--- src/wis_pkg.sv ---
// Package: shared types, command codes and widths of the weighted index selector.
package wis_pkg;

    // Default sizes of the weight table.
    localparam int MAX_ENTRIES_DEF = 256;
    localparam int WEIGHT_BITS_DEF = 16;

    // Fixed widths of the channel fields.
    localparam int CMD_W       = 2;
    localparam int WEIGHT_IN_W = 16;
    localparam int POINT_W     = 17;
    localparam int INDEX_OUT_W = 8;

    // Selection point format: 16 fraction bits, so one is 65536.
    localparam int                 POINT_FRAC_BITS = 16;
    localparam logic [POINT_W-1:0] POINT_ONE       = 17'd65536;

    // Command codes on the input channel.
    localparam logic [CMD_W-1:0] CMD_CLEAR  = 2'd0;
    localparam logic [CMD_W-1:0] CMD_APPEND = 2'd1;
    localparam logic [CMD_W-1:0] CMD_SELECT = 2'd2;

    // Depth of the queue between front and back.
    localparam int QUEUE_DEPTH = 2;

    // Operation handed from the front to the back.
    typedef enum logic [1:0] {
        OP_CLEAR,
        OP_APPEND,
        OP_SELECT
    } t_op;

    // One decoded word in the queue.
    typedef struct packed {
        t_op                    op;
        logic [WEIGHT_IN_W-1:0] weight;
        logic [POINT_W-1:0]     point;
    } t_work;

    // Back end sequencer states.
    typedef enum logic [1:0] {
        ST_IDLE,
        ST_MUL,
        ST_SCAN,
        ST_RESULT
    } t_back_state;

endpackage

--- src/wis_queue.sv ---
// Queue: short FIFO of decoded words between the front and the back.
module wis_queue (
    input  logic           i_clk,
    input  logic           i_rst_n,
    input  logic           i_push_valid,
    output logic           o_push_ready,
    input  wis_pkg::t_work i_push_item,
    output logic           o_pop_valid,
    input  logic           i_pop,
    output wis_pkg::t_work o_pop_item
);

    localparam int PTR_W  = (wis_pkg::QUEUE_DEPTH > 1) ? $clog2(wis_pkg::QUEUE_DEPTH) : 1;
    localparam int FILL_W = $clog2(wis_pkg::QUEUE_DEPTH + 1);

    wis_pkg::t_work r_slot [wis_pkg::QUEUE_DEPTH];
    logic [PTR_W-1:0]  r_wr_ptr;
    logic [PTR_W-1:0]  r_rd_ptr;
    logic [FILL_W-1:0] r_fill;
    logic              push;
    logic              pop;

    // Handshake on both sides.
    assign o_push_ready = (r_fill != FILL_W'(wis_pkg::QUEUE_DEPTH));
    assign o_pop_valid  = (r_fill != '0);
    assign o_pop_item   = r_slot[r_rd_ptr];
    assign push         = i_push_valid && o_push_ready;
    assign pop          = i_pop && o_pop_valid;

    // Pointers and fill level.
    always_ff @(posedge i_clk) begin
        if (!i_rst_n) begin
            r_wr_ptr <= '0;
            r_rd_ptr <= '0;
            r_fill   <= '0;
        end else begin
            if (push) begin
                r_wr_ptr <= (r_wr_ptr == PTR_W'(wis_pkg::QUEUE_DEPTH - 1)) ?
                            '0 : r_wr_ptr + PTR_W'(1);
            end
            if (pop) begin
                r_rd_ptr <= (r_rd_ptr == PTR_W'(wis_pkg::QUEUE_DEPTH - 1)) ?
                            '0 : r_rd_ptr + PTR_W'(1);
            end
            if (push && !pop) begin
                r_fill <= r_fill + FILL_W'(1);
            end else if (pop && !push) begin
                r_fill <= r_fill - FILL_W'(1);
            end
        end
    end

    // Entry storage.
    always_ff @(posedge i_clk) begin
        if (push) begin
            r_slot[r_wr_ptr] <= i_push_item;
        end
    end

endmodule

--- config.mk ---
export PLATFORM = sky130hd
export DESIGN_NAME = wis_queue
export DESIGN_NICKNAME = d
export VERILOG_FILES = /design/src/wis_pkg.sv /design/src/wis_queue.sv
export SDC_FILE = /design/constraint.sdc
export NUM_CORES = 1
export LEC_CHECK = 0
export BUFFER_PORTS_ARGS = -buffer_cell sky130_fd_sc_hd__buf_2
export CAP_MARGIN = 5
export CORE_ASPECT_RATIO = 0.75
export CORE_MARGIN = 2
export CORE_UTILIZATION = 46
export DETAILED_ROUTE_END_ITERATION = 8
export HOLD_SLACK_MARGIN = 0.05
export PLACE_DENSITY = 0.76
export SLEW_MARGIN = 25
export SYNTH_ARGS = -nofsm -noshare
export SYNTH_HDL_FRONTEND = slang
export SYNTH_SLANG_ARGS = --single-unit
--- constraint.sdc ---
create_clock -name i_clk -period 1.9 [get_ports i_clk]
set_clock_uncertainty 0.2 [all_clocks]
set_input_delay 0.475 -clock i_clk [delete_from_list [all_inputs] [get_ports i_clk]]
set_output_delay 0.475 -clock i_clk [all_outputs]
set_load 0.05 [all_outputs]
; ---- Word-level counts from Yosys, hierarchy flattened
; Memory sizes are Yosys's and may differ from the RTL's. A register that Yosys moved wholly into a read port is not among the register bits.
; Cells that the tools add are included.
; Widths: inputs -> output; s select.
[totals]
mem_bits_ro = 0
reg_bits = 4
inputBits = 39
n_memories = 1
ramBits = 70
latch_bits = 0
out_inout_bits = 37
[mem_list]
columns = memory, depth, word_bits, rd, rd_ports_with_merged_regs, wr, line_no
row1 = r_slot, 2, 35, 1, 1, 1, wis_queue.sv:16  ; wis_pkg::t_work r_slot [wis_pkg::QUEUE_DEPTH];
[op_classes]
n_shift = 0
mul = 0
reduce_logical = 8
n_div = 0
n_bitwise = 0
addsub = 4
eq_ne = 1
n_lt_le_gt_ge = 0
mux = 8
[ops]
columns = op, count
row1 = $mux 1, 6
row2 = $logic_and 1x1->1, 4
row3 = $mux 2, 2
row4 = $reduce_bool 2->1, 2
row5 = $add 1x1->1 const B, 2
row6 = $add 2x1->2 const B, 1
row7 = $logic_not 1->1, 2
row8 = $ne 2x2->1 const B, 1
row9 = $sub 2x1->2 const B, 1

; ---- Logic depth before layout (Yosys ltp)
; Gate-level depths: netlist of run 1.
[depth]
word_depth = 6
mapped_depth = 6

; ---- Worst setup path after synthesis of run 1
; No wires, ideal clock.
[synth_path]
path_kind = register to register
start = reg r_fill[0]
end = mem r_slot[1][0] (netlist name), enable pin
slack_ns = -0.277
n_path_buf = 0
synth_period_minus_slack_ns = 2.177
t_arrival_ns = 1.582
setup_time_ns = 0.396
path_stages_with_launch = 3
cell_sequence = dfxtp_1 > nand2b_4 > and3_1
[synth_via]
elab_chain_len = 4
[synth_lines]
columns = item, line_no
row1 = from (decl), wis_queue.sv:19  ; logic [FILL_W-1:0] r_fill;
row2 = from (signal assigned), wis_queue.sv:46  ; r_fill <= r_fill + FILL_W'(1);
row3 = from (signal assigned), wis_queue.sv:48  ; r_fill <= r_fill - FILL_W'(1);
row4 = $ne 2x2->1, wis_queue.sv:24  ; assign o_push_ready = (r_fill != FILL_W'(wis_pkg::QUEUE_DEPTH));
row5 = via o_push_ready, wis_queue.sv:6  ; output logic o_push_ready,
row6 = $logic_and 1x1->1, wis_queue.sv:27  ; assign push = i_push_valid && o_push_ready;
row7 = $mux 1, wis_queue.sv:55  ; if (push) begin
row8 = $mux 1 (not written as such), wis_queue.sv:56  ; r_slot[r_wr_ptr] <= i_push_item;
row9 = to (decl), wis_queue.sv:16
; The timed path passes the listed nets, and every way through them passes these cells.

==> results of run 1 <==
==> metal layers <==
| layer | wire [microns] | part of all wire (%) | global-route usage (%) |
|---|---|---|---|
| met5 | 0 | 0 | 0 |
| met4 | 27 | 0.57 | 4.90 |
| met3 | 352 | 7.4 | 7.56 |
| met2 | 2440 | 51 | 26.0 |
| met1 | 1920 | 41 | 16.2 |
==> worst paths after layout <==
path / end / cells past startpoint / slack, ns / from
setup / recovery: o_pop_item[8] / 3 / -0.18 / register
hold / removal: r_slot[0][11] / 1 / 0.13 / i_push_item[11]
setup reg to reg: r_fill[1] / 5 / 0.12 / r_fill[0]
hold reg to reg: r_fill[1] / 2 / 0.34 / r_fill[1]
==> kinds of logic (layout without fill, tap and decap cells) <==
kind of cell | count (synthesis) | after routing
adder cells (fa/ha/maj) | 1 | 1
XOR/XNOR | 3 | 3
multiplexers | 35 | 35
AND/OR/NAND/NOR | 9 | 9
AO/OA/AOI/OAI | 5 | 5
flip-flops | 75 | 75
buffers and inverters | 5 | 98
==> layout make-up <==
class                   count  area share, %
multi-input cells          53           14.9
flip-flops and latches     75           58.4
clock buffers               9           3.28
repair buffers             81           18.8
inverters                   1          0.199
clock inverters             7           1.82
well taps                  78           2.58
==> repair_timing <==
item / CTS / global route
pin swaps: 0 / 0
resized for setup: 73 / 9
endpoints found under the setup margin: 37 / 36
gates cloned: 0 / 1
==> through the flow <==
step / instances / utilization, % / worst slack (ns) / setup TNS, ns
2_1_floorplan: 133 / - / 0.0675 / 0
3_3_place_gp: 287 / 57.0 / 0.114 / 0
3_5_place_dp: 287 / 57.0 / 0.0819 / 0
4_1_cts: 303 / 64.3 / -0.192 / -5.96
5_1_grt: 304 / 65.2 / -0.226 / -7.35
6_report: 304 / 65.2 / -0.177 / -5.44
==> report_power, final <==
group	switching, W	internal [W]	leakage (nW)
Clock	0.000548	0.000601	0.0966
Combinational	0.00144	0.000991	0.633
Sequential	0.0000909	0.00207	0.696
==> cells in the mapped netlist, drive strengths merged <==
| library cell | count |
|---|---|
| edfxtp | 70 |
| mux2 | 35 |
| dfxtp | 5 |
| and2 | 4 |
| buf | 4 |
| a21boi | 2 |
| o21ai | 2 |
| xnor2 | 2 |
| a21bo | 1 |
| and3 | 1 |
| ha | 1 |
| inv | 1 |
| nand2b | 1 |
| nand3b | 1 |
| or2 | 1 |
| or3 | 1 |
| xor2 | 1 |
==> sequential cells by signal, summed over array words and instances, names as in the netlist, named ones only <==
name      cells
r_fill        2
r_rd_ptr      1
r_wr_ptr      1
r_slot       70
==> impl_metrics.tcl, run 1 <==
set metrics [dict create \
    post_cts_buffers 0 \
    clock.fmax_ghz 0.481 \
    grt_pass1_wl_microns 7240 \
    worst_setup_path_start_kind "register" \
    ff_latch_area_sq_um 2210 \
    worst_ep_arrival_time_ns 1.40 \
    cts_root_buf "clkbuf_8" \
    postRouteAntennaNets 0 \
    io_pins 76 \
    crit_chain "clkbuf_16, mux2_2, buf_6" \
    synth_fa_ha_area_share_pct 0.454 \
    final_common_cell "edfxtp_1" \
    failed_checks "negative setup slack" \
    path_max_fanout 10 \
    synthTopCellsByArea "edfxtp_1, mux2_2, dfxtp_1" \
    antenna_cells 0 \
    ys_ff_latch 75 \
    dieArea_sq_um 6640 \
    globalplace.congestion 0.734 \
    synthCells 133 \
    synth_top_area_share_pct 76.2 \
    post-route-min-period_ns 2.08 \
    finalNetCount 261 \
    drt_first_pass_iters 4 \
    pwr_density_cell_nw_per_um2 1520 \
    syn-cell-area_sq_um 2760 \
    multi_input_area_sq_um 564 \
    grt_pass1_vias 1568 \
    synth_top_area_cell "edfxtp_1" \
    place_hpwl_microns 2960 \
    fillers 422 \
    worst_pin_slew_ns 0.223 \
    syn_to_final_growth_pct 37.1 \
    yosysUniqueCellTypes 19 \
    port_buffers 75 \
    grt_max_degree 36 \
    finalSetupViolations 35 \
    cts.sinks 75 \
    peakVddDrop_mv 0.908 \
    crit_type "register to primary output" \
    synth_compound_area_share_pct 1.27 \
    drc 0 \
    synthSimpleGateAreaFrac_pct 2.36 \
    clock_latency_ns 0.33 \
    die_y_microns 71.1 \
    ctsHoldBuffers 0 \
    cts_buffer_depth 2 \
    power_w 0.00574 \
    rows 24 \
    groute.usage.overall_pct 15.1 \
    maxCapViolations 0 \
    place_area_sq_um 3310 \
    vias 1441 \
    clk_pin_slew_ns 0.07 \
    synth_top_family_by_area "multiplexers" \
    finalWorstSetupSlack_ns -0.177 \
    antenna_found_initial 0 \
    core_sq_um 5800 \
    cts_inserted_buffers 9 \
    gr-total-overflow 0 \
    leakagePower_nw 1.43 \
    rsz0062_at_grt "yes" \
    syn_area_per_cell_sq_um 20.7 \
    path_buf_inv 2 \
    hold_class "primary input to register" \
    status "complete, but fails checks" \
    synth-xor-area-share_pct 0.952 \
    drv_slew 0 \
    hold_viol 0 \
    muxShareOfSynthArea_pct 14.3 \
    relSlewSlack_pct 85.1 \
    htree_num_levels 3 \
    layout-drive-gt1-share_pct 61.1 \
    period_share_pct 109 \
    die_w_microns 93.4 \
    critical-path-slowest-cell "dfxtp_4" \
    start_util_pct 47.6 \
    dr.first_iter.drc_count 39 \
    yosysWarnings 0 \
    viasPerCell 4.74 \
    layout_common_cells "edfxtp_1, buf_2, buf_6, mux2_2, clkbuf_8" \
    synth_nets 173 \
    cp.required_ns 1.22 \
    routedWlPerCell_microns 15.6 \
    ys_seq_area_share_pct 79.8 \
    end_kind "primary output" \
    cts_tree "yes" \
    timing.hold.ws_ns 0.126 \
    finalWirelength_microns 4740 \
    final_area_sq_um 3780 \
    cpPeakStageDelay_ns 0.40 \
    crit_family "flip-flops" \
]
No activity file was read; power rests on OpenSTA's default activity.
==> inputs of run 2 (changes only) <==
CORE_UTILIZATION = 48   (was 46)
CTS_BUF_LIST = sky130_fd_sc_hd__clkbuf_4   (was default)
PLACE_DENSITY = 0.79   (was 0.76)
==> run 2 against run 1 <==
Net effect:
- the flow still finishes with violations (negative setup slack)
- first-iteration DRC count decreased by 10%
- critical path depth unchanged
- clock-buffer cell count unchanged
- wire length increased by 8.8%
- via count increased by 10%
- maximum frequency decreased by 4.7%
- worst hold slack got worse by 0.018 ns
==> impl_metrics.tcl, run 2 (synthesis gave the netlist of run 1 again) <==
set metrics [dict create \
    antenna_cells 0 \
    timing.hold.ws_ns 0.108 \
    start_util_pct 50.7 \
    end_kind "primary output" \
    hold_start "i_rst_n" \
    globalplace.congestion 0.713 \
    drt_first_pass_iters 4 \
    hold_viol 0 \
    die_w_microns 91.5 \
    drc 0 \
    die_y_microns 69.7 \
    htree_num_levels 3 \
    reg2reg_from "r_fill[0]" \
    post-route-min-period_ns 2.18 \
    place_area_sq_um 3310 \
    core_sq_um 5440 \
    worst_pin_slew_ns 0.204 \
    largest_reg_flops 70 \
    worst_setup_path_start_kind "register" \
    dr.first_iter.drc_count 35 \
    pwr_density_cell_nw_per_um2 1380 \
    finalSetupViolations 35 \
    groute.usage.overall_pct 17.8 \
    cts.sinks 75 \
    clock.fmax_ghz 0.459 \
    relSlewSlack_pct 86.3 \
    leakagePower_nw 1.52 \
    worst_ep_arrival_time_ns 1.51 \
    cts_buffer_depth 2 \
    reg2reg_depth 5 \
    hold_class "primary input to register" \
    period_share_pct 115 \
    fin_util_pct 74.8 \
    cts_root_buf "clkbuf_4" \
    grt_pass1_wl_microns 8320 \
    grt_max_degree 36 \
    setup_tns_ns -8.81 \
    cp.required_ns 1.22 \
    crit_type "register to primary output" \
    vias 1588 \
    cts_tree "yes" \
    gr-total-overflow 0 \
    viasPerCell 4.71 \
    status "complete, but fails checks" \
    place_hpwl_microns 2870 \
    rsz0062_at_grt "yes" \
    final_common_cell "edfxtp_1" \
    clk_pin_slew_ns 0.11 \
    whs_path_depth 2 \
    final_cell_count_no_fill 337 \
    dieArea_sq_um 6380 \
    io_pins 76 \
    layout-drive-gt1-share_pct 53.1 \
    syn_to_final_growth_pct 47.4 \
    port_buffers 75 \
    failed_checks "negative setup slack" \
    placed_cells 284 \
    drv_slew 0 \
    final_area_sq_um 4070 \
    path_max_fanout 14 \
    antenna_found_initial 0 \
    layout_common_cells "edfxtp_1, buf_2, dlygate4sd3_1, buf_6, mux2_2" \
    peakVddDrop_mv 0.982 \
    finalWorstSetupSlack_ns -0.280 \
    clock_latency_ns 0.41 \
    maxCapViolations 0 \
    finalNetCount 297 \
    finalWirelength_microns 5160 \
    regMostFlops "r_slot" \
    cts_inserted_buffers 9 \
    grt_pass1_vias 1769 \
    rows 23 \
    top_regs "r_slot (70), r_fill (2)" \
    postRouteAntennaNets 0 \
    routedWlPerCell_microns 15.3 \
]
[run 2: through the flow]
step	power (W)	setup slack (ns)
detailed placement	0.00421	0.0889
floorplan	0.00370	0.0675
finish	0.00561	-0.280
global route	0.00585	-0.341
CTS	0.00561	-0.309
global placement	0.00419	0.105
[run 2: final cells by class]
| class | count | area, sq um |
|---|---|---|
| Multi-Input combinational cell | 53 | 544 |
| Fill cell | 325 | 1370 |
| Inverter | 1 | 7.51 |
| Sequential cell | 75 | 2210 |
| Clock buffer | 9 | 67.6 |
| Tap cell | 75 | 93.8 |
| Clock inverter | 7 | 68.8 |
| Timing Repair Buffer | 117 | 1070 |
[run 2: routing by layer]
layer / global-route usage, % / up-vias / wire, microns
met3: 9.13 / 9 / 383
li1: - / 770 / -
met1: 18.9 / 745 / 2030
met2: 29.3 / 64 / 2650
met5: 0 / - / 0
met4: 8.25 / 0 / 95
[run 2: final timing paths]
| kind | slack [ns] | to |
|---|---|---|
| worst min register to register | 0.39 | register |
| worst max-delay path | -0.28 | o_pop_item[24] |
| worst min-delay path | 0.11 | register |
| worst max register to register | 0.13 | r_fill[1] |
[run 2: power breakdown]
group,total [W],switching [W],internal [W],leakage (nW)
Sequential,0.00217,0.0000895,0.00208,0.697
Clock,0.000932,0.000538,0.000393,0.0632
Combinational,0.00251,0.00146,0.00105,0.763
[run 2: what timing repair did]
item	in CTS	in global routing
endpoints found under the hold margin	70	0
hold buffers	35	0
setup buffers	1	1
pin swaps	0	1
endpoints found under the setup margin	37	37
resized for setup	79	3
[run 2: critical path, cell delays in order, from the launching register on]
cell     delay (ns)
dfxtp_4        0.41
buf_12         0.16
mux2_2         0.36
buf_6          0.16
