==> src/wis_pkg.sv <==
// Package: shared types, command codes and widths of the weighted index selector.
package wis_pkg;

    // Default sizes of the weight table.
    localparam int MAX_ENTRIES_DEF = 256;
    localparam int WEIGHT_BITS_DEF = 16;

    // Fixed widths of the channel fields.
    localparam int CMD_W       = 2;
    localparam int WEIGHT_IN_W = 16;
    localparam int POINT_W     = 17;
    localparam int INDEX_OUT_W = 8;

    // Selection point format: 16 fraction bits, so one is 65536.
    localparam int                 POINT_FRAC_BITS = 16;
    localparam logic [POINT_W-1:0] POINT_ONE       = 17'd65536;

    // Command codes on the input channel.
    localparam logic [CMD_W-1:0] CMD_CLEAR  = 2'd0;
    localparam logic [CMD_W-1:0] CMD_APPEND = 2'd1;
    localparam logic [CMD_W-1:0] CMD_SELECT = 2'd2;

    // Depth of the queue between front and back.
    localparam int QUEUE_DEPTH = 2;

    // Operation handed from the front to the back.
    typedef enum logic [1:0] {
        OP_CLEAR,
        OP_APPEND,
        OP_SELECT
    } t_op;

    // One decoded word in the queue.
    typedef struct packed {
        t_op                    op;
        logic [WEIGHT_IN_W-1:0] weight;
        logic [POINT_W-1:0]     point;
    } t_work;

    // Back end sequencer states.
    typedef enum logic [1:0] {
        ST_IDLE,
        ST_MUL,
        ST_SCAN,
        ST_RESULT
    } t_back_state;

endpackage

==> src/wis_if.sv <==
// Interfaces: command channel and result channel with valid/ready handshake.
interface wis_cmd_if;
    logic                            valid;
    logic                            ready;
    logic [wis_pkg::CMD_W-1:0]       command;
    logic [wis_pkg::WEIGHT_IN_W-1:0] weight_value;
    logic [wis_pkg::POINT_W-1:0]     select_point;

    modport source (output valid, output command, output weight_value,
                    output select_point, input ready);
    modport sink (input valid, input command, input weight_value,
                  input select_point, output ready);
endinterface


==> src/wis_front.sv <==
// Front end: decodes command words, saturates the point and feeds the queue.
module wis_front (
    wis_cmd_if.sink        i_cmd,
    output logic           o_push_valid,
    input  logic           i_push_ready,
    output wis_pkg::t_work o_push_item
);

    // A word is taken whenever the queue has room; unused codes are dropped.
    assign i_cmd.ready = i_push_ready;

    // Decode the command and saturate the point at one.
    always_comb begin
        o_push_item.weight = i_cmd.weight_value;
        o_push_item.point  = (i_cmd.select_point > wis_pkg::POINT_ONE) ?
                             wis_pkg::POINT_ONE : i_cmd.select_point;
        case (i_cmd.command)
            wis_pkg::CMD_CLEAR: begin
                o_push_item.op = wis_pkg::OP_CLEAR;
                o_push_valid   = i_cmd.valid;
            end
            wis_pkg::CMD_APPEND: begin
                o_push_item.op = wis_pkg::OP_APPEND;
                o_push_valid   = i_cmd.valid;
            end
            wis_pkg::CMD_SELECT: begin
                o_push_item.op = wis_pkg::OP_SELECT;
                o_push_valid   = i_cmd.valid;
            end
            default: begin
                o_push_item.op = wis_pkg::OP_CLEAR;
                o_push_valid   = 1'b0;
            end
        endcase
    end

endmodule

==> src/flat_wrapper.sv <==
// flat-port wrapper written by rule: the top's interface ports become plain ports
module wis_front_flat 
  (o_push_valid, i_push_ready, o_push_item, i_cmd_valid, i_cmd_command, i_cmd_weight_value, i_cmd_select_point, i_cmd_ready);
  wis_cmd_if i_cmd_i ();
  output logic o_push_valid;
  input  logic i_push_ready;
  output wis_pkg::t_work o_push_item;
  input wire logic [$bits(i_cmd_i.valid)-1:0] i_cmd_valid;
  input wire logic [$bits(i_cmd_i.command)-1:0] i_cmd_command;
  input wire logic [$bits(i_cmd_i.weight_value)-1:0] i_cmd_weight_value;
  input wire logic [$bits(i_cmd_i.select_point)-1:0] i_cmd_select_point;
  output wire logic [$bits(i_cmd_i.ready)-1:0] i_cmd_ready;
  assign i_cmd_i.valid = i_cmd_valid;
  assign i_cmd_i.command = i_cmd_command;
  assign i_cmd_i.weight_value = i_cmd_weight_value;
  assign i_cmd_i.select_point = i_cmd_select_point;
  assign i_cmd_ready = i_cmd_i.ready;
  wis_front u_core (.i_cmd(i_cmd_i), .o_push_valid(o_push_valid), .i_push_ready(i_push_ready), .o_push_item(o_push_item));
endmodule
==> config.mk <==
export PLATFORM = sky130hd
export DESIGN_NAME = wis_front_flat
export DESIGN_NICKNAME = d
export VERILOG_FILES = /design/src/wis_pkg.sv /design/src/wis_if.sv /design/src/wis_front.sv /design/src/flat_wrapper.sv
export SDC_FILE = /design/constraint.sdc
export NUM_CORES = 1
export LEC_CHECK = 0
export ABC_AREA = 0
export BUFFER_PORTS_ARGS = -buffer_cell sky130_fd_sc_hd__buf_2
export CAP_MARGIN = 20
export CORE_UTILIZATION = 27
export DETAILED_ROUTE_END_ITERATION = 8
export PLACE_DENSITY_LB_ADDON = 0.05
export SLEW_MARGIN = 10
export SYNTH_ARGS = -nofsm -noshare
export SYNTH_HDL_FRONTEND = slang
export SYNTH_SLANG_ARGS = --single-unit
==> constraint.sdc <==
create_clock -name vclk -period 1.5
set_input_delay 0.225 -clock vclk [all_inputs]
set_output_delay 0.225 -clock vclk [all_outputs]
set_load 0.02 [all_outputs]
After elaboration in Yosys (flattened, before gate mapping)
Index checks and enable logic that the tools add are counted.
{"block": "totals", "regBits": 0, "inputBits": 37, "output_inout_bits": 37, "word_cells": 8}
{"block": "op_classes", "order_cmp": 1, "eq_ne": 2, "muxes": 3, "n_reduce_logical": 2}
{"operator": "17-bit greater-than comparator, second input constant", "n": 1}
{"operator": "17-bit 2-to-1 mux", "n": 1}
{"operator": "2-bit one-hot mux with 2 select lines", "n": 1}
{"operator": "3-bit OR reduction", "n": 1}
{"operator": "2-bit by 1-bit == test with 1-bit output, second input constant", "n": 1}
{"operator": "2-bit == test, second input constant", "n": 1}
{"operator": "2-bit logical NOT", "n": 1}
{"operator": "1-bit 2-to-1 mux", "n": 1}

Logic depth before layout (Yosys ltp)
Gate-level depths: netlist of the first run.
{"block": "logic_depth", "word_depth": 3, "mapped_depth": 3, "mapped_depth_nobuf": 3}

Worst setup path before layout of the first run
No wires, ideal clock.
{"block": "synth_timing", "kind": "in2out", "start": "in i_cmd_select_point[6]", "end": "out o_push_item[0] (netlist name)", "arrival_time_ps": 1143, "required_ps": 1275, "slack_ps": 132, "path_stages": 3, "n_path_buf": 0, "cell_sequence": "nor4_2 > a41oi_4 > nor2b_1"}
{"item": "from (decl)", "line_no": "flat_wrapper.sv:11", "rtl": "input wire logic [$bits(i_cmd_i.select_point)-1:0] i_cmd_select_point;"}
{"item": "to (decl)", "line_no": "flat_wrapper.sv:7", "rtl": "output wis_pkg::t_work o_push_item;"}

==> results.txt, run 1 <==
outcome: complete, but fails checks
failing checks: setup timing
share of cells above drive strength 1: 0.712
crit share post-route: 1.00
initial antenna violation count: 0
Die Y: 38.2 um
syn_nets: 80
core area: 0.00116 sq mm
Worst Path Max Fanout: 5
total gr overflow: 0
Detailed Routing Iterations Pass 1: 1
CP startpoint kind: primary input
worst setup margin: -0.00114 ns
sequential cell count: 0
GRT Util Overall: 0.129
FF+latch area: 0 sq um
fin crit period: 1.50 ns
die area: 0.00146 sq mm
combinational power share: 1.000
cts hold-fix bufs: 0
Synth Area in Compound Gates: 0.0993
DRT Wirelength: 1060 um
Area Growth Syn to Fin: 52.5%
most area-hungry cell type in the Yosys netlist: buf_4
Multi-input gate area: 251 sq um
Yosys warnings: 0
NetSw: 0.0000881 W
switching share of power: 0.534
LEAKAGE: 0.254 nW
hold path depth: 0
top post-synthesis cells by count: buf_4 (17), nor2b_1 (17), nor4_2 (2), nor4_4 (2)
post-CTS setup buffer count: 0
P per Cell Area: 306 mW/mm^2
mux cell area share after synthesis: 0
worst hold path type: primary input to primary output
initial core utilization: 0.305
clock buffers: 0
delay-heaviest family, CP: simple AND/OR/NAND/NOR gates
adder-cell share of the synthesized area: 0
chip width: 38.2 um
post-synthesis simple-gate area fraction: 0.518
fin nets: 105
critical path required time: 1.27 ns
final max-slew violation count: 0
Flop pwr share: 0
post-route ant nets: 0
Clock power frac: 0
Seq/Total Area, Yosys: 0
Ports: 74
Diodes inserted: 0
dpl ws: -0.00844 ns
GP Congestion: 0.638
Avg Inst Size Synth: 8.21 sq um
# fillers: 116
worst hold endpoint: o_push_item[27]
top area cells in the synthesized netlist: buf_4 (36%), nor2b_1 (30%), nor4_4 (12%), a41oi_4 (7.8%), nor4_2 (7.1%)
Largest stage delay, worst path: 0.37 ns
master of the slowest instance on the critical path: nor4_4
vias in the first global route: 321
Worst-Margin Slew: 0.337 ns
Pint: 0.0000768 W
element type at the critical path end: primary output
# setup viols final: 1
max cap viols: 0
Hold Vio Cnt, Final: 0
Synth top area share: 0.362
post-synthesis xor/xnor area fraction: 0
Netlist cell types: 9
largest net degree at the start of global routing: 9
DR vias/cell: 4.66
# rows: 12
critical path class: primary input to primary output
Iter 0 DRT Violations: 0
combinational family with the most area after synthesis: simple AND/OR/NAND/NOR gates
HP Start: i_cmd_weight_value[10]
Synth Cell Area: 353 sq um
first-pass GRT wire length: 1340 um
critical-path cell list: buf_6 -> nor4_4 -> a41oi_2 -> nor2b_1 -> buf_4
Remaining DRCs: 0
hold_ws: 0.450 ns
post-DR wirelength/cell: 13.2 um
HPWL after detailed placement: 815 um
Slew headroom: 0.774
PortBufs: 40
RSZ-0062 raised after global routing: true
worst vdd ir: 0.0899 mV
Mapped Cells: 43
Crit path buffers/inverters: 2
Max Freq: 0.666 GHz
Vias: 373
CP Data Arrival Time: 1.28 ns
[timing repair]
action,CTS,global route
gates cloned,1,0
setup endpoints to repair,2,9
gates resized for setup,12,8
pin swaps,6,4
[logic make-up (layout without fill, tap and decap cells)]
logic type,count (synthesis),after routing
simple gates,22,22
buf+inv,19,41
compound gates,2,3
[metrics by stage]
stage               utilization  std cells  setup TNS (ns)  power, W  instance area [sq um]
CTS                       0.445         80        -0.00327  0.000159                    514
floorplan                     -         43               0  0.000137                    353
global placement          0.380         79         -0.0443  0.000138                    439
detailed placement        0.380         79         -0.0160  0.000138                    439
finish                    0.465         80        -0.00114  0.000165                    538
global route              0.465         80          -0.425  0.000176                    538
[final cells by class]
type / instances / area share
Timing Repair Buffer: 40 / 0.493
Inverter: 1 / 0.00698
Tap cell: 14 / 0.0326
Multi-Input combinational cell: 25 / 0.467
[power groups by stage]
stage / registers (W) / clock network [W] / logic [W]
after floorplan: 0 / 0 / 0.000137
after global placement: 0 / 0 / 0.000138
after detailed placement: 0 / 0 / 0.000138
after CTS: 0 / 0 / 0.000159
after global routing: 0 / 0 / 0.000176
final: 0 / 0 / 0.000165
[cells in the final DEF, fill, tap and decap left out]
master and instances:
inv_1 1, a41oi_4 1, a21boi_0 1, buf_6 6
buf_8 1, nor4_4 4, nor2b_2 1, buf_2 26
nor2b_1 17, a41oi_2 1, buf_4 7
[worst max path at each step]
stage / cells past startpoint / slack (ns) / end / startpoint
detailed placement: 5 / -0.008 / o_push_item[0] / i_cmd_select_point[4]
global route: 5 / -0.09 / o_push_item[3] / i_cmd_select_point[0]
finish: 5 / -0.001 / o_push_item[14] / i_cmd_select_point[0]
global placement: 5 / -0.02 / o_push_item[1] / i_cmd_select_point[4]
CTS: 5 / -0.003 / o_push_item[14] / i_cmd_select_point[0]
floorplan: 3 / 0.13 / o_push_item[0] / i_cmd_select_point[6]
[routing by layer]
metal  vias up  track usage  part of all wire
met1       152        0.125              0.29
met2        36        0.258              0.49
met4         0       0.0625             0.038
met5         -            0                 0
met3        10       0.0174              0.18
li1        175            -                 -
Note: power is estimated with default switching activity, not from simulation.
==> run 2, diff against run 1 <==
--- a/config.mk
+++ b/config.mk
@@ -10,7 +10,7 @@
 export CAP_MARGIN = 20
 export CORE_UTILIZATION = 27
 export DETAILED_ROUTE_END_ITERATION = 8
-export PLACE_DENSITY_LB_ADDON = 0.05
+export PLACE_DENSITY = 0.89
 export SLEW_MARGIN = 10
 export SYNTH_ARGS = -nofsm -noshare
 export SYNTH_HDL_FRONTEND = slang
==> run 2 against run 1 <==
Non-clock buffer count is the same. Highest routed layer unchanged. Combinational power shrank 11%. Fmax grew 4.0%. The run now ends clean. Critical endpoint is now o_push_item[12]. Global-route usage shrank 4.7 points. Utilization shrank 5.0 points. Largest power group unchanged. First-iteration DRC count grew 1. Count of clock-buffer cells in the layout is the same. Final area shrank 11%. Final cell count shrank 1.3%.
==> results.txt, run 2 (synthesized netlist as in run 1, its figures left out) <==
Pint: 0.0000644 W
Clock power frac: 0
worst vdd ir: 0.0970 mV
CP Data Arrival Time: 1.22 ns
Remaining DRCs: 0
Flop pwr share: 0
HP Start: i_cmd_weight_value[5]
Hold Vio Cnt, Final: 0
Detailed Routing Iterations Pass 1: 2
NetSw: 0.0000827 W
DRT Wirelength: 763 um
vias in the first global route: 260
element type at the critical path end: primary output
cts hold-fix bufs: 0
Final Instance Area: 480 sq um
Iter 0 DRT Violations: 1
GRT Util Overall: 0.0821
combinational power share: 1.000
Diodes inserted: 0
GP Congestion: 0.689
most frequent cells in the layout: buf_2 (35), nor2b_1 (17), nor4_4 (4)
switching share of power: 0.562
LEAKAGE: 0.241 nW
Max Freq: 0.693 GHz
PortBufs: 40
first-pass GRT wire length: 903 um
outcome: finished clean
Post-DP Area: 439 sq um
Crit path buffers/inverters: 2
largest net degree at the start of global routing: 11
Slew headroom: 0.770
die area: 0.00146 sq mm
Worst Path Max Fanout: 10
cts repair resizes: 2
fin nets: 104
cell mode on critical path: buf_2
DR vias/cell: 4.34
delay-heaviest family, CP: simple AND/OR/NAND/NOR gates
core area: 0.00116 sq mm
RSZ-0062 raised after global routing: true
master of the slowest instance on the critical path: nor4_4
Die Y: 38.2 um
final max-slew violation count: 0
post-DR wirelength/cell: 9.66 um
clock buffers: 0
Worst-Margin Slew: 0.343 ns
HPWL after detailed placement: 678 um
max cap viols: 0
post-route ant nets: 0
# fillers: 115
# setup viols final: 0
initial core utilization: 0.305
sequential cell count: 0
P per Cell Area: 306 mW/mm^2
total gr overflow: 0
share of cells above drive strength 1: 0.708
worst hold path type: primary input to primary output
Area Growth Syn to Fin: 36.2%
critical path class: primary input to primary output
post-CTS setup buffer count: 0
fin crit period: 1.44 ns
crit share post-route: 0.962
critical-path cell list: buf_2 -> nor4_4 -> a41oi_4 -> nor2b_1 -> buf_2
Design Power: 0.000147 W
CP startpoint kind: primary input
chip width: 38.2 um
Ports: 74
crit path from: i_cmd_select_point[5]
hold_ws: 0.450 ns
Vias: 343
# rows: 12
commonest non-fill, non-tap cell in the layout: buf_2
FF+latch area: 0 sq um
Largest stage delay, worst path: 0.30 ns
initial antenna violation count: 0
critical path required time: 1.27 ns
Multi-input gate area: 235 sq um
## run 2: final timing paths
check              end  slack (ns)  depth (start not counted)
max    o_push_item[12]        0.06                          5
min    o_push_item[22]        0.45                          0
## run 2: area by class of cell
| class | count | area share |
|---|---|---|
| inverter | 1 | 0.00781 |
| tap | 14 | 0.0365 |
| multi-input combinational | 24 | 0.490 |
| timing repair buffer | 40 | 0.466 |
## run 2: metal layers
metal / wire length (um) / share of wire / global-route usage / up-vias
met4: 5 / 0.0066 / 0.00893 / 0
met1: 209 / 0.27 / 0.0660 / 143
li1: - / - / - / 166
met5: 0 / 0 / 0 / -
met3: 91 / 0.12 / 0.0291 / 2
met2: 456 / 0.60 / 0.182 / 32
## run 2: power groups by stage
stage	combinational [W]	clock (W)	sequential (W)
floorplan	0.000137	0	0
global placement	0.000135	0	0
detailed placement	0.000137	0	0
CTS	0.000142	0	0
global route	0.000158	0	0
finish	0.000147	0	0
## run 2: stage by stage
stage | TNS, ns | std cells | setup slack (ns) | utilization
finish | 0 | 79 | 0.0567 | 0.416
floorplan | 0 | 43 | 0.132 | -
global placement | -0.00858 | 79 | -0.00858 | 0.380
CTS | 0 | 79 | 0.0128 | 0.395
global route | -0.00649 | 79 | -0.00649 | 0.416
detailed placement | -0.237 | 79 | -0.0441 | 0.380
==> run 3, diff against run 2 <==
--- a/config.mk
+++ b/config.mk
@@ -8,9 +8,9 @@
 export ABC_AREA = 0
 export BUFFER_PORTS_ARGS = -buffer_cell sky130_fd_sc_hd__buf_2
 export CAP_MARGIN = 20
-export CORE_UTILIZATION = 27
+export CORE_UTILIZATION = 23
 export DETAILED_ROUTE_END_ITERATION = 8
-export PLACE_DENSITY = 0.89
+export PLACE_DENSITY = 0.8
 export SLEW_MARGIN = 10
 export SYNTH_ARGS = -nofsm -noshare
 export SYNTH_HDL_FRONTEND = slang
==> constraint.sdc (replaced) <==
create_clock -name vclk -period 1.3
set_input_delay 0.195 -clock vclk [all_inputs]
set_output_delay 0.195 -clock vclk [all_outputs]
set_load 0.02 [all_outputs]
==> run 3 against run 2 <==
Critical endpoint is now o_push_item[1]. Critical path depth is 1 higher. Final area is 20% higher. Global-route usage grew 1.7 points. Utilization increased by 0.75 points. Largest power group unchanged. Via count increased by 9.9%. Combinational power is 35% higher. Count of clock-buffer cells in the layout unchanged. The run now ends with setup timing left. First-iteration DRC count grew 100%. Sequential share of layout area unchanged. Non-clock buffer count rose by 4.
==> results.txt, run 3 (synthesized netlist as in run 1, its figures left out) <==
worst hold path type: primary input to primary output
crit share post-route: 1.10
fin crit period: 1.43 ns
final max-slew violation count: 0
critical path class: primary input to primary output
master of the slowest instance on the critical path: nor4_4
Detailed Routing Iterations Pass 1: 2
CP startpoint kind: primary input
Ports: 74
first-pass GRT wire length: 1190 um
Worst-Margin Slew: 0.345 ns
die area: 0.00169 sq mm
Iter 0 DRT Violations: 2
NetSw: 0.000105 W
# fillers: 157
commonest non-fill, non-tap cell in the layout: buf_2
GP Congestion: 0.575
Area Growth Syn to Fin: 63.8%
post-DR wirelength/cell: 11.3 um
Clock power frac: 0
share of cells above drive strength 1: 0.743
RSZ-0062 raised after global routing: true
vias in the first global route: 269
most frequent cells in the layout: buf_2 (25), nor2b_1 (16), buf_4 (13)
delay-heaviest family, CP: buffers and inverters
total gr overflow: 0
placed cells: 81
Hold Vio Cnt, Final: 0
DR vias/cell: 4.44
worst setup margin: -0.127 ns
Post-DP Area: 448 sq um
clock buffers: 0
initial antenna violation count: 0
PortBufs: 40
cell mode on critical path: buf_4
post-route ant nets: 0
Flop pwr share: 0
DRT Wirelength: 962 um
core area: 0.00137 sq mm
cts hold-fix bufs: 0
switching share of power: 0.528
# setup viols final: 10
largest net degree at the start of global routing: 8
Remaining DRCs: 0
CP Data Arrival Time: 1.23 ns
combinational power share: 1.000
Die Y: 41.2 um
outcome: complete, but fails checks
hold_ws: 0.390 ns
element type at the critical path end: primary output
sequential cell count: 0
Largest stage delay, worst path: 0.25 ns
Diodes inserted: 0
Max Freq: 0.701 GHz
Worst Path Max Fanout: 5
Crit path buffers/inverters: 3
failing checks: setup timing
critical path required time: 1.11 ns
setup TNS: -1.03 ns
# rows: 13
FF+latch area: 0 sq um
Pint: 0.0000938 W
Layout Cells excl Fill: 85
Slew headroom: 0.768
fin nets: 109
max cap viols: 0
GRT Util Overall: 0.0996
Final Instance Area: 578 sq um
HPWL after detailed placement: 673 um
Vias: 377
critical-path cell list: buf_2 -> nor4_4 -> buf_4 -> a41oi_4 -> nor2b_1 -> buf_4
worst vdd ir: 0.122 mV
chip width: 41.2 um
LEAKAGE: 0.273 nW
P per Cell Area: 344 mW/mm^2
initial core utilization: 0.258
## run 3: changes by cell type in the layout (fill, tap and decap cells not counted), sizes merged
| cell | before | now |
|---|---|---|
| buf | 40 | 44 |
| a41oi | 1 | 2 |
## run 3: timing repair
action | 4_1_cts | 5_1_grt
pin swaps | 6 | 6
buffers inserted | 0 | 3
resized for setup | 20 | 3
endpoints found under the hold margin | 0 | 0
cloned | 1 | 0
endpoints found under the setup margin | 10 | 10
## run 3: per-layer routing
layer,share of wire,up-vias,global-route usage
met5,0,-,0
met4,0,0,0.00806
met3,0.12,0,0.0163
met2,0.50,27,0.191
met1,0.37,166,0.117
li1,-,184,-
## run 3: cell type report
| type | count | area (sq um) | area share |
|---|---|---|---|
| Inverter | 1 | 3.75 | 0.00649 |
| Timing Repair Buffer | 44 | 290 | 0.502 |
| Tap cell | 15 | 18.8 | 0.0325 |
| Multi-Input combinational cell | 25 | 265 | 0.459 |
## run 3: path summary, 6_finish.rpt
check,cells past startpoint,end,start
max,6,o_push_item[1],i_cmd_select_point[8]
min,0,i_cmd_ready,i_push_ready
## run 3: through the flow
stage          utilization  power (W)  worst slack (ns)
2_1_floorplan            -   0.000158          -0.00784
3_3_place_gp         0.328   0.000159            -0.172
3_5_place_dp         0.328   0.000161            -0.174
4_1_cts              0.394   0.000191            -0.160
5_1_grt              0.423   0.000217            -0.204
6_report             0.423   0.000199            -0.127
## run 3: power groups by stage
stage	Clock [W]	Combinational, W	Sequential (W)
CTS	0	0.000191	0
global placement	0	0.000159	0
global route	0	0.000217	0
finish	0	0.000199	0
detailed placement	0	0.000161	0
floorplan	0	0.000158	0
